<file path="src/lzd_pkg.sv">
`timescale 1ns / 1ps

package lzd_pkg;

    localparam int OUT_BYTES = 8;
    localparam int COUNT_W   = 4;
    localparam int TOTAL_W   = 32;

    typedef enum logic [1:0] {
        ST_IDLE,
        ST_COPY,
        ST_REJECT
    } lzd_state_t;

    typedef struct packed {
        logic [OUT_BYTES-1:0][7:0] bytes;
        logic [COUNT_W-1:0]        count;
        logic                      last;
        logic                      error;
        logic [TOTAL_W-1:0]        total;
    } lzd_chunk_t;

endpackage

</file>
<file path="src/lzd_ram.sv">
`timescale 1ns / 1ps

module lzd_ram #(
    parameter int WIDTH = 8,
    parameter int DEPTH = 256
) (
    input  logic                     clk,
    input  logic                     we,
    input  logic [$clog2(DEPTH)-1:0] waddr,
    input  logic [WIDTH-1:0]         wdata,
    input  logic [$clog2(DEPTH)-1:0] raddr,
    output logic [WIDTH-1:0]         rdata
);

    logic [WIDTH-1:0] mem [DEPTH];
    logic [WIDTH-1:0] rdata_reg;

    always_ff @(posedge clk)
    begin
        if (we)
        begin
            mem[waddr] <= wdata;
        end
        rdata_reg <= mem[raddr];
    end

    assign rdata = rdata_reg;

endmodule

</file>
<file path="src/lzd_chunk_out.sv">
`timescale 1ns / 1ps

module lzd_chunk_out (
    input  logic                               clk,
    input  logic                               rst_n,
    input  logic                               load,
    input  lzd_pkg::lzd_chunk_t                chunk,
    output logic                               free,
    output logic                               out_valid,
    input  logic                               out_stall,
    output logic [lzd_pkg::OUT_BYTES-1:0][7:0] bytes,
    output logic [lzd_pkg::COUNT_W-1:0]        count,
    output logic                               last,
    output logic                               error,
    output logic [lzd_pkg::TOTAL_W-1:0]        total
);

    logic                valid_reg;
    lzd_pkg::lzd_chunk_t chunk_reg;

    assign free = !valid_reg || !out_stall;

    always_ff @(posedge clk or negedge rst_n)
    begin
        if (!rst_n)
        begin
            valid_reg <= 1'b0;
        end
        else if (free)
        begin
            valid_reg <= load;
        end
    end

    always_ff @(posedge clk)
    begin
        if (free && load)
        begin
            chunk_reg <= chunk;
        end
    end

    assign out_valid = valid_reg;
    assign bytes     = chunk_reg.bytes;
    assign count     = chunk_reg.count;
    assign last      = chunk_reg.last;
    assign error     = chunk_reg.error;
    assign total     = chunk_reg.total;

endmodule

</file>
<file path="src/lz77_triple_decoder.sv">
`timescale 1ns / 1ps

// LZ77 token decoder over a sliding history held in one synchronous RAM.
// Input channel: one token per beat (match_offset, match_length,
// literal_symbol, last_triple), valid/stall handshake. in_stall is low only
// while the decoder is idle, so one token is worked on at a time.
// Output channel: chunks of up to BYTES_PER_RESULT bytes in out_byte_0..7,
// byte_count, chunk_last on the final chunk of a token, decode_error and the
// running decoded_total. A rejected token gives one beat with decode_error.
// Without receiver stalls the copy moves one byte per cycle through the
// history RAM (read, write back, forwarding for overlapping copies), pausing
// at each chunk for the last read to land and for the handoff to the output
// register. Each token is accepted in the idle state, and a new token is taken
// only after the last chunk of the previous one has been handed off.
// While out_stall is high the last chunk is held and the next chunk waits in
// the assembly buffer; the copy pauses when that buffer fills and no bytes are lost.
// Reset clears the stream counters and error state; the history RAM is not
// cleared, since offsets are checked against the bytes decoded so far.
module lz77_triple_decoder #(
    parameter int HISTORY_DEPTH    = 256,
    parameter int BYTES_PER_RESULT = 8
) (
    input  logic        clk,
    input  logic        rst_n,
    input  logic        in_valid,
    output logic        in_stall,
    input  logic [7:0]  match_offset,
    input  logic [7:0]  match_length,
    input  logic [7:0]  literal_symbol,
    input  logic        last_triple,
    output logic        out_valid,
    input  logic        out_stall,
    output logic [7:0]  out_byte_0,
    output logic [7:0]  out_byte_1,
    output logic [7:0]  out_byte_2,
    output logic [7:0]  out_byte_3,
    output logic [7:0]  out_byte_4,
    output logic [7:0]  out_byte_5,
    output logic [7:0]  out_byte_6,
    output logic [7:0]  out_byte_7,
    output logic [3:0]  byte_count,
    output logic        chunk_last,
    output logic        decode_error,
    output logic [31:0] decoded_total
);

    localparam int PTR_W  = $clog2(HISTORY_DEPTH);
    localparam int FILL_W = $clog2(BYTES_PER_RESULT + 1);
    localparam int IDX_W  = (BYTES_PER_RESULT > 1) ? $clog2(BYTES_PER_RESULT) : 1;
    localparam logic [PTR_W:0]    DEPTH_EXT = (PTR_W + 1)'(HISTORY_DEPTH);
    localparam logic [PTR_W-1:0]  PTR_LAST  = PTR_W'(HISTORY_DEPTH - 1);
    localparam logic [FILL_W:0]   BPR_EXT   = (FILL_W + 1)'(BYTES_PER_RESULT);
    localparam logic [FILL_W-1:0] BPR_FILL  = FILL_W'(BYTES_PER_RESULT);

    lzd_pkg::lzd_state_t state_reg, state_next;

    logic [PTR_W-1:0]  wp_reg, wp_next;
    logic [PTR_W-1:0]  ip_reg, ip_next;
    logic [31:0]       decoded_reg, decoded_next;
    logic              failed_reg, failed_next;
    logic [FILL_W-1:0] fill_reg, fill_next;
    logic [7:0]        remain_reg, remain_next;
    logic              lit_pending_reg, lit_pending_next;
    logic              rd_valid_reg, rd_valid_next;
    logic              bypass_reg, bypass_next;
    logic              last_reg;
    logic [7:0]        offset_reg;
    logic [7:0]        symbol_reg;
    logic [7:0]        byp_data_reg;
    logic [7:0]        buf_reg [BYTES_PER_RESULT];

    logic              accept;
    logic              reject;
    logic [7:0]        ram_q;
    logic [7:0]        arrive_data;
    logic              can_issue;
    logic              lit_go;
    logic              write_en;
    logic [7:0]        wdata;
    logic [PTR_W-1:0]  src_addr;
    logic [PTR_W:0]    src_wrap;
    logic [PTR_W-1:0]  off_ext;
    logic              tok_done;
    logic              flush_go;
    logic              out_free;
    logic              chunk_load;
    logic [32:0]       total_sum;
    logic [31:0]       total_sat;

    logic [lzd_pkg::OUT_BYTES-1:0][7:0] chunk_bytes;
    lzd_pkg::lzd_chunk_t                chunk;
    logic [lzd_pkg::OUT_BYTES-1:0][7:0] out_bytes;

    assign in_stall = (state_reg != lzd_pkg::ST_IDLE);
    assign accept   = in_valid && !in_stall;
    assign reject   = failed_reg || ({24'd0, match_offset} > decoded_reg)
                   || (match_offset == 8'd0 && match_length != 8'd0);

    assign off_ext     = PTR_W'(offset_reg);
    assign src_wrap    = {1'b0, ip_reg} + DEPTH_EXT - {1'b0, off_ext};
    assign src_addr    = (ip_reg >= off_ext) ? (ip_reg - off_ext) : src_wrap[PTR_W-1:0];
    assign arrive_data = bypass_reg ? byp_data_reg : ram_q;

    assign total_sum = {1'b0, decoded_reg} + 33'(fill_reg);
    assign total_sat = total_sum[32] ? 32'hFFFF_FFFF : total_sum[31:0];

    genvar gi;
    generate
        for (gi = 0; gi < lzd_pkg::OUT_BYTES; gi++)
        begin : g_bytes
            if (gi < BYTES_PER_RESULT)
            begin : g_used
                assign chunk_bytes[gi] = (FILL_W'(gi) < fill_reg) ? buf_reg[gi] : 8'd0;
            end
            else
            begin : g_unused
                assign chunk_bytes[gi] = 8'd0;
            end
        end
    endgenerate

    always_comb
    begin
        state_next       = state_reg;
        wp_next          = wp_reg;
        ip_next          = ip_reg;
        decoded_next     = decoded_reg;
        failed_next      = failed_reg;
        fill_next        = fill_reg;
        remain_next      = remain_reg;
        lit_pending_next = lit_pending_reg;
        rd_valid_next    = 1'b0;
        bypass_next      = 1'b0;
        can_issue        = 1'b0;
        lit_go           = 1'b0;
        write_en         = 1'b0;
        wdata            = rd_valid_reg ? arrive_data : symbol_reg;
        tok_done         = 1'b0;
        flush_go         = 1'b0;
        chunk_load       = 1'b0;
        chunk            = '0;

        unique case (state_reg)
            lzd_pkg::ST_IDLE:
            begin
                if (accept)
                begin
                    remain_next      = match_length;
                    lit_pending_next = 1'b1;
                    ip_next          = wp_reg;
                    fill_next        = '0;
                    state_next       = reject ? lzd_pkg::ST_REJECT : lzd_pkg::ST_COPY;
                end
            end
            lzd_pkg::ST_COPY:
            begin
                can_issue = (remain_reg != 8'd0)
                         && (({1'b0, fill_reg} + (FILL_W + 1)'(rd_valid_reg)) < BPR_EXT);
                lit_go    = (remain_reg == 8'd0) && lit_pending_reg && !rd_valid_reg
                         && (fill_reg < BPR_FILL);
                write_en  = rd_valid_reg || lit_go;
                tok_done  = (remain_reg == 8'd0) && !lit_pending_reg && !rd_valid_reg;
                flush_go  = ((fill_reg == BPR_FILL) || (tok_done && fill_reg != '0))
                         && out_free;

                if (write_en)
                begin
                    wp_next   = (wp_reg == PTR_LAST) ? '0 : wp_reg + 1'b1;
                    fill_next = fill_reg + 1'b1;
                end
                if (lit_go)
                begin
                    lit_pending_next = 1'b0;
                end
                if (can_issue)
                begin
                    rd_valid_next = 1'b1;
                    bypass_next   = write_en && (src_addr == wp_reg);
                    remain_next   = remain_reg - 1'b1;
                    ip_next       = (ip_reg == PTR_LAST) ? '0 : ip_reg + 1'b1;
                end

                chunk.bytes = chunk_bytes;
                chunk.count = lzd_pkg::COUNT_W'(fill_reg);
                chunk.last  = tok_done;
                chunk.error = 1'b0;
                chunk.total = total_sat;

                if (flush_go)
                begin
                    chunk_load   = 1'b1;
                    fill_next    = '0;
                    decoded_next = total_sat;
                    if (tok_done)
                    begin
                        state_next = lzd_pkg::ST_IDLE;
                        if (last_reg)
                        begin
                            wp_next      = '0;
                            decoded_next = '0;
                            failed_next  = 1'b0;
                        end
                    end
                end
            end
            lzd_pkg::ST_REJECT:
            begin
                chunk.last  = 1'b1;
                chunk.error = 1'b1;
                chunk.total = decoded_reg;
                if (out_free)
                begin
                    chunk_load  = 1'b1;
                    failed_next = 1'b1;
                    state_next  = lzd_pkg::ST_IDLE;
                    if (last_reg)
                    begin
                        wp_next      = '0;
                        decoded_next = '0;
                        failed_next  = 1'b0;
                    end
                end
            end
            default:
            begin
                state_next = lzd_pkg::ST_IDLE;
            end
        endcase
    end

    always_ff @(posedge clk or negedge rst_n)
    begin
        if (!rst_n)
        begin
            state_reg <= lzd_pkg::ST_IDLE;
        end
        else
        begin
            state_reg <= state_next;
        end
    end

    always_ff @(posedge clk or negedge rst_n)
    begin
        if (!rst_n)
        begin
            wp_reg          <= '0;
            ip_reg          <= '0;
            decoded_reg     <= '0;
            failed_reg      <= 1'b0;
            fill_reg        <= '0;
            remain_reg      <= '0;
            lit_pending_reg <= 1'b0;
            rd_valid_reg    <= 1'b0;
            bypass_reg      <= 1'b0;
        end
        else
        begin
            wp_reg          <= wp_next;
            ip_reg          <= ip_next;
            decoded_reg     <= decoded_next;
            failed_reg      <= failed_next;
            fill_reg        <= fill_next;
            remain_reg      <= remain_next;
            lit_pending_reg <= lit_pending_next;
            rd_valid_reg    <= rd_valid_next;
            bypass_reg      <= bypass_next;
        end
    end

    always_ff @(posedge clk)
    begin
        if (accept)
        begin
            offset_reg <= match_offset;
            symbol_reg <= literal_symbol;
            last_reg   <= last_triple;
        end
        byp_data_reg <= wdata;
        if (write_en)
        begin
            buf_reg[fill_reg[IDX_W-1:0]] <= wdata;
        end
    end

    lzd_ram #(
        .WIDTH (8),
        .DEPTH (HISTORY_DEPTH)
    ) u_history (
        .clk   (clk),
        .we    (write_en),
        .waddr (wp_reg),
        .wdata (wdata),
        .raddr (src_addr),
        .rdata (ram_q)
    );

    lzd_chunk_out u_out (
        .clk       (clk),
        .rst_n     (rst_n),
        .load      (chunk_load),
        .chunk     (chunk),
        .free      (out_free),
        .out_valid (out_valid),
        .out_stall (out_stall),
        .bytes     (out_bytes),
        .count     (byte_count),
        .last      (chunk_last),
        .error     (decode_error),
        .total     (decoded_total)
    );

    assign out_byte_0 = out_bytes[0];
    assign out_byte_1 = out_bytes[1];
    assign out_byte_2 = out_bytes[2];
    assign out_byte_3 = out_bytes[3];
    assign out_byte_4 = out_bytes[4];
    assign out_byte_5 = out_bytes[5];
    assign out_byte_6 = out_bytes[6];
    assign out_byte_7 = out_bytes[7];

endmodule

</file>
<file path="config.mk">
export PLATFORM = sky130hd
export DESIGN_NAME = lz77_triple_decoder
export DESIGN_NICKNAME = d
export VERILOG_FILES = /design/src/lzd_pkg.sv /design/src/lzd_ram.sv /design/src/lzd_chunk_out.sv /design/src/lz77_triple_decoder.sv
export SDC_FILE = /design/constraint.sdc
export NUM_CORES = 2
export LEC_CHECK = 0
export ABC_AREA = 1
export BUFFER_PORTS_ARGS = -buffer_cell sky130_fd_sc_hd__buf_2
export CORE_ASPECT_RATIO = 1.2
export CORE_UTILIZATION = 29
export DETAILED_ROUTE_END_ITERATION = 8
export MAX_ROUTING_LAYER = met4
export PLACE_DENSITY = 0.43
export SLEW_MARGIN = 5
export SYNTH_ARGS = -nofsm -noshare
export SYNTH_HDL_FRONTEND = slang
export SYNTH_HIERARCHICAL = 1
export SYNTH_SLANG_ARGS = --single-unit
</file>
<file path="constraint.sdc">
create_clock -name clk -period 16.3 [get_ports clk]
set_input_delay 1.63 -clock clk [delete_from_list [all_inputs] [get_ports clk]]
set_output_delay 1.63 -clock clk [all_outputs]
set_load 0.01 [all_outputs]
</file>
Yosys cells after proc, flatten, opt, wreduce, memory -nomap -nowiden
Memories as Yosys holds them, arrays and structs flattened. A register that Yosys moved wholly into a read port is not among the register bits.
Cells that the tools add are included.
- register bits: 130
- memory bits (writable): 2112
- input port bits: 29
- output and inout bits: 104
- logic and storage cells: 166
- memories: 2
- memories (memory ; words ; width ; read ports ; clocked after Yosys merged registers in ; write ports ; RTL line ; source):
    u_history.mem ; 256 ; 8 ; 1 ; 1 ; 1 ; lzd_ram.sv:15 ; logic [WIDTH-1:0] mem [DEPTH];
    buf_reg ; 8 ; 8 ; 8 ; 8 ; 1 ; lz77_triple_decoder.sv:70 ; logic [7:0] buf_reg [BYTES_PER_RESULT];
- $add $sub $neg: 9
- $lt $le $gt $ge: 12
- equality and inequality tests: 15
- mux-type cells: 55
- reduce and logical (&&, ||, !) cells: 54
- operator list (operator ; number):
    32-bit two-way mux ; 6
    8-bit two-way mux ; 15
    34-bit one-hot mux with 2 select lines ; 1
    32-bit one-hot mux with 2 select lines ; 1
    8-bit one-hot mux with 2 select lines ; 3
    32-bit by 4-bit adder with 33-bit output ; 1
    8-bit by 32-bit greater-than comparator with 1-bit output ; 1
    8-bit by 1-bit adder with 8-bit output (second input constant) ; 3
    8-bit equality test (second input constant) ; 2
    8-bit zero test ; 2
    3-bit by 4-bit < comparator with 1-bit output (first input constant) ; 4
    1-bit two-way mux ; 16
    2-bit inequality test (second input constant) ; 8
    2-bit AND reduction ; 8
    8-bit nonzero test ; 2
    8-bit subtractor ; 2
    1-bit zero test ; 13
    1-bit logical AND ; 12
    4-bit two-way mux ; 3
    3-bit AND reduction ; 4
    2-bit two-way mux ; 5
    8-bit equality test ; 1
    8-bit greater-or-equal comparator ; 1
    1-bit by 4-bit < comparator with 1-bit output (first input constant) ; 2
    other kinds (19) ; 29

Depth between registers and ports, before layout
- depth after elaboration: 10
- mapped depth: 19
- mapped depth without buffers: 16

Modules after synthesis
Netlist, hierarchy kept.
- by module, submodules not included (module ; times used ; cells an instance ; area an instance (sq um) ; sequential area each (sq um)):
    lzd_ram ; 1 ; 7003 ; 83396.2 ; 61659.1
    lz77_triple_decoder ; 1 ; 1307 ; 9904.5 ; 4244.1
    lzd_chunk_out ; 1 ; 107 ; 3104.2 ; 3088.0

Worst setup path before layout
Ideal clock, no wire load.
- kind: register to register
- start point: register bypass_reg
- end point: memory buf_reg[0][0], data pin
- library setup time: 2.256 ns
- arrival time: 10.892 ns
- data required time: 14.044 ns
- setup slack: 3.152 ns
- stages on the path, launching flop included: 4
- buffers on the path: 0
- clock period less this slack: 13.148 ns
- cell sequence: dfrtp_1 > inv_1 > nor2_1 > o21ai_0
- cells in the longest elaborated chain, start to end: 2
- ends and longest elaborated chain (item ; RTL line ; source):
    start, declared ; lz77_triple_decoder.sv:65 ; logic bypass_reg, bypass_next;
    start signal, assigned ; lz77_triple_decoder.sv:267 ; bypass_reg <= bypass_next;
    8-bit two-way mux ; lz77_triple_decoder.sv:102 ; assign arrive_data = bypass_reg ? byp_data_reg : ram_q;
    8-bit two-way mux ; lz77_triple_decoder.sv:137 ; wdata = rd_valid_reg ? arrive_data : symbol_reg;
    via wdata[0] ; lz77_triple_decoder.sv:79 ; logic [7:0] wdata;
    end, declared ; lz77_triple_decoder.sv:70 ;
The timed path passes the listed nets, and every way through them passes these cells.

Worst setup path in the final report
- start point: register ip_reg[0]
- end point: register u_history.rdata_reg[4] (netlist: u_history/rdata[4]) (read register of u_history.mem)
- cells in the longest elaborated chain, start to end: 3
- elaborated cells on any way between the ends: 5
- those cells by class: 3 x add/sub; 1 x order compare; 1 x mux
- ends and longest elaborated chain (item ; RTL line ; source):
    start, declared ; lz77_triple_decoder.sv:58 ; logic [PTR_W-1:0] ip_reg, ip_next;
    start signal, assigned ; lz77_triple_decoder.sv:260 ; ip_reg <= ip_next;
    8-bit by 1-bit adder with 8-bit output ; lz77_triple_decoder.sv:100 ; assign src_wrap = {1'b0, ip_reg} + DEPTH_EXT - {1'b0, off_ext};
    8-bit subtractor ; lz77_triple_decoder.sv:100 ;
    8-bit two-way mux * ; lz77_triple_decoder.sv:101 ; assign src_addr = (ip_reg >= off_ext) ? (ip_reg - off_ext) : src_wrap[PTR_W-1:0];
    via src_addr[0] ; lz77_triple_decoder.sv:80 ; logic [PTR_W-1:0] src_addr;
    end, declared ; lzd_ram.sv:16 ; logic [WIDTH-1:0] rdata_reg;
Mark *: on every way through the listed nets, which the timed path passes. The rest lies on a longest branch.
A chain may end at the register's enable or synchronous reset.

==> impl_metrics.ini <==
[status]
outcome = complete, no violations

[yosys]
yosysWarnings = 6
ys_top_cells_by_area = edfxtp_1, nand3_1, nand2_1
synthMuxAreaShare_pct = 0
async_flop_share_pct = 2.895
yosys.area.top_type = edfxtp_1
synthCells = 8417
synth_seq_cells = 2314
synth_top_flop_cell = edfxtp_1
synth_top_family_by_area = simple AND/OR/NAND/NOR gates
synth_cell_type_count = 51
synth_enable_flop_cells = 2231
syn_nets = 8477
synth_compound_area_share_pct = 0.8241
synth-adder-area-share_pct = 0.4179
postSynthAreaPerCell_um2 = 11.45
synth-xor-area-share_pct = 0.1272
synth_area_mm2 = 0.09640
synth_simple_gate_area_share_pct = 23.35
synth_top_area_share_pct = 69.49
ys_seq_area_share_pct = 71.56

[pwr]
p_total_mw = 23.64
pwr-share-clk_pct = 22.1
combPwrFrac_pct = 46.3
leakage_nw = 37.97
powerDensity_mw_per_mm2 = 218.3
p_sw_share_pct = 46.02
netSwitchingPower_mw = 10.88
p_int_mw = 12.76
power.share.sequential_pct = 31.6
ir_drop_uv = 242.9

[sta]
fmax_ghz = 0.1673
slew_headroom_pct = 21.87
drv_slew = 0
rsz0062_at_grt = false
setup_violations = 0
worst_pin_slew_ns = 1.172
period_needed_ns = 5.978
fin_crit_sh_pct = 36.67
hold_viol = 0
setup_tns_ns = 0
skew_ns = 0.06728

[critical_path]
critPathMaxFanout = 149
crit_top_cell = nand3_1
cpPeakStageDelay_ns = 0.83
crit_type = reg -> reg
crit_path_start_kind = flip-flop
reg2reg_setup_slack_ns = 10.32
crit_buf_inv = 6
rr_worst_depth = 17
critPathArrivalTime_ns = 6.83
critPathRequiredTime_ns = 17.15
timing.rr.start = ip_reg[0]$_DFFE_PN0P_
cp_top_family = buffers and inverters
crit_path_end_kind = flip-flop
r2r-end = u_history/rdata[4]$_DFF_P_
crit_chain = inv_1 -> ha_1 -> inv_8 -> inv_16 -> buf_12 -> buf_4 -> buf_4 -> nand2_1 -> nand3_1 -> nand3_1 -> nand3_1 -> nand3_1 -> nand3_1 -> nand3_1 -> nand2_1 -> nand2_1 -> nand2_1
crit_slowest_cell = buf_4

[global_routing]
antenna_found_initial = 6
grt_usage_pct = 18.36
grt_pass1_wl_um = 441700
grt_max_degree = 162
grt_pass1_vias = 61830
overflow = 0

[floorplan]
initial_core_util_pct = 29.18
ios = 133
die-area_mm2 = 0.3348
die_w_um = 528.3
core-area_mm2 = 0.3304
chipHeight_um = 633.6
rows = 231

[placement]
io_buffers = 132
hpwl_um = 175000
routabilityCongestion = 0.8274

[layout]
drive_gt1_share_pct = 7.834
layout_commonest_cell = nand2_1
nets = 8429
area_growth_pct = 12.32
n_fill_cell = 33010
largest_reg_flops = 2048
mostFrequentLayoutCells = nand2_1, edfxtp_1, nand3_1

[clocking]
cts_resized = 0
clk_pin_slew_worst_paths_ns = 0.06
htree_levels = 4
clockBufferDepth = 4
cts_buffers = 238
clk-insertion-delay-late_ns = 0.93
post-cts-setup-buffers = 0
ctsHoldBuffers = 0
clockRootBuffer = clkbuf_16
cts_tree = built
clock_sinks = 2314

[worst_hold_path]
hold_end = failed_reg$_DFFE_PN0P_
hold_path.class = reg -> reg
whs_path_depth = 2
worstHoldStart = failed_reg$_DFFE_PN0P_

[routing]
wl_per_cell_um = 23.37
first_pass_iters = 5
post_drt_via_cell_ratio = 4.862
drc_errors = 0
num_vias = 63150
drt_iter0_markers = 5509
drt-total-wl_um = 303600
antenna_left = 0

[job]
cap_violations = 0
through the flow:
stage | instances | utilization (%) | area (µm²) | setup slack [ns] | hold WS, ns
4_1_cts | 12980 | 32.77 | 108300 | 10.41 | 0.5035
2_1_floorplan | 8417 | - | 96410 | 3.152 | 0.4420
5_1_grt | 12980 | 32.77 | 108300 | 10.08 | 0.5272
3_3_place_gp | 12560 | 30.58 | 101000 | 10.41 | 0.4868
3_5_place_dp | 12560 | 30.58 | 101000 | 10.39 | 0.4882
6_report | 12990 | 32.78 | 108300 | 10.32 | 0.5045
worst max path at each step:
stage / start / to / slack, ns / cells after the start
detailed placement: ip_reg[0]$_DFFE_PN0P_ / u_history/rdata[3]$_DFF_P_ / 10.39 / 17
finish: ip_reg[0]$_DFFE_PN0P_ / u_history/rdata[4]$_DFF_P_ / 10.32 / 17
global route: ip_reg[0]$_DFFE_PN0P_ / u_history/rdata[4]$_DFF_P_ / 10.08 / 17
global placement: ip_reg[0]$_DFFE_PN0P_ / u_history/rdata[5]$_DFF_P_ / 10.41 / 17
floorplan: bypass_reg$_DFF_PN0_ / buf_reg[0][0]$_DFFE_PP_ / 3.15 / 3
CTS: ip_reg[0]$_DFFE_PN0P_ / u_history/rdata[3]$_DFF_P_ / 10.41 / 17
power by group through the flow:
stage	sequential [mW]	combinational (mW)	clock, mW
2_1_floorplan	8.12	6.68	0
3_5_place_dp	7.59	11.1	0
6_report	7.47	10.9	5.23
3_3_place_gp	7.59	11.1	0
5_1_grt	7.47	11.9	5.57
4_1_cts	7.47	11.1	5.37
cell families after synthesis:
| kind of cell | Yosys count |
|---|---|
| flip-flops | 2314 |
| adder cells (fa/ha/maj) | 31 |
| buffers and inverters | 752 |
| AO/OA/AOI/OAI | 127 |
| XOR/XNOR | 14 |
| AND/OR/NAND/NOR | 5179 |
synthesized netlist by cell type (2+ instances only):
cell,number
a21oi_1,31
a21oi_2,27
a22oi_1,4
buf_1,41
buf_2,280
buf_4,56
buf_6,24
clkbuf_1,122
dfrtp_1,67
dfxtp_1,16
edfxtp_1,2231
fa_1,2
ha_1,29
inv_1,215
inv_2,10
nand2_1,2511
nand2_2,10
nand2_4,3
nand3_1,2088
nand3_2,25
nand3b_1,10
nand4_1,49
nor2_1,458
nor2_2,7
nor2_4,3
nor3_1,7
o211ai_1,4
o21ai_0,45
o21ai_1,5
o21bai_1,3
or2_2,2
xnor2_1,3
xor2_1,11
worst register-to-register path: stages (launching register included):
cell	delay, ns
dfrtp_1	0.38
inv_1	0.09
ha_1	0.42
inv_8	0.18
inv_16	0.57
buf_12	0.52
buf_4	1.00
buf_4	0.90
nand2_1	0.24
nand3_1	0.12
nand3_1	0.10
nand3_1	0.21
nand3_1	0.17
nand3_1	0.15
nand3_1	0.35
nand2_1	0.20
nand2_1	0.21
nand2_1	0.16
cell type report:
class | count | area (µm²) | share of cell area [%]
Antenna cell | 10 | 25.02 | 0.02311
Tap cell | 4427 | 5539 | 5.115
Timing Repair Buffer | 236 | 1594 | 1.472
Inverter | 228 | 910.9 | 0.8412
Multi-Input combinational cell | 5351 | 23990 | 22.15
Clock inverter | 112 | 934.6 | 0.8631
Sequential cell | 2314 | 68990 | 63.71
Clock buffer | 311 | 6302 | 5.820
metal layers:
metal / up-vias / wire [µm] / GRT usage, %
li1: 29380 / - / -
met4: 0 / 9007 / 5.569
met3: 438 / 14670 / 2.197
met2: 1684 / 151500 / 31.04
met1: 31650 / 128400 / 22.94
met5: - / 0 / -
Power figures use the tool's default switching activity.
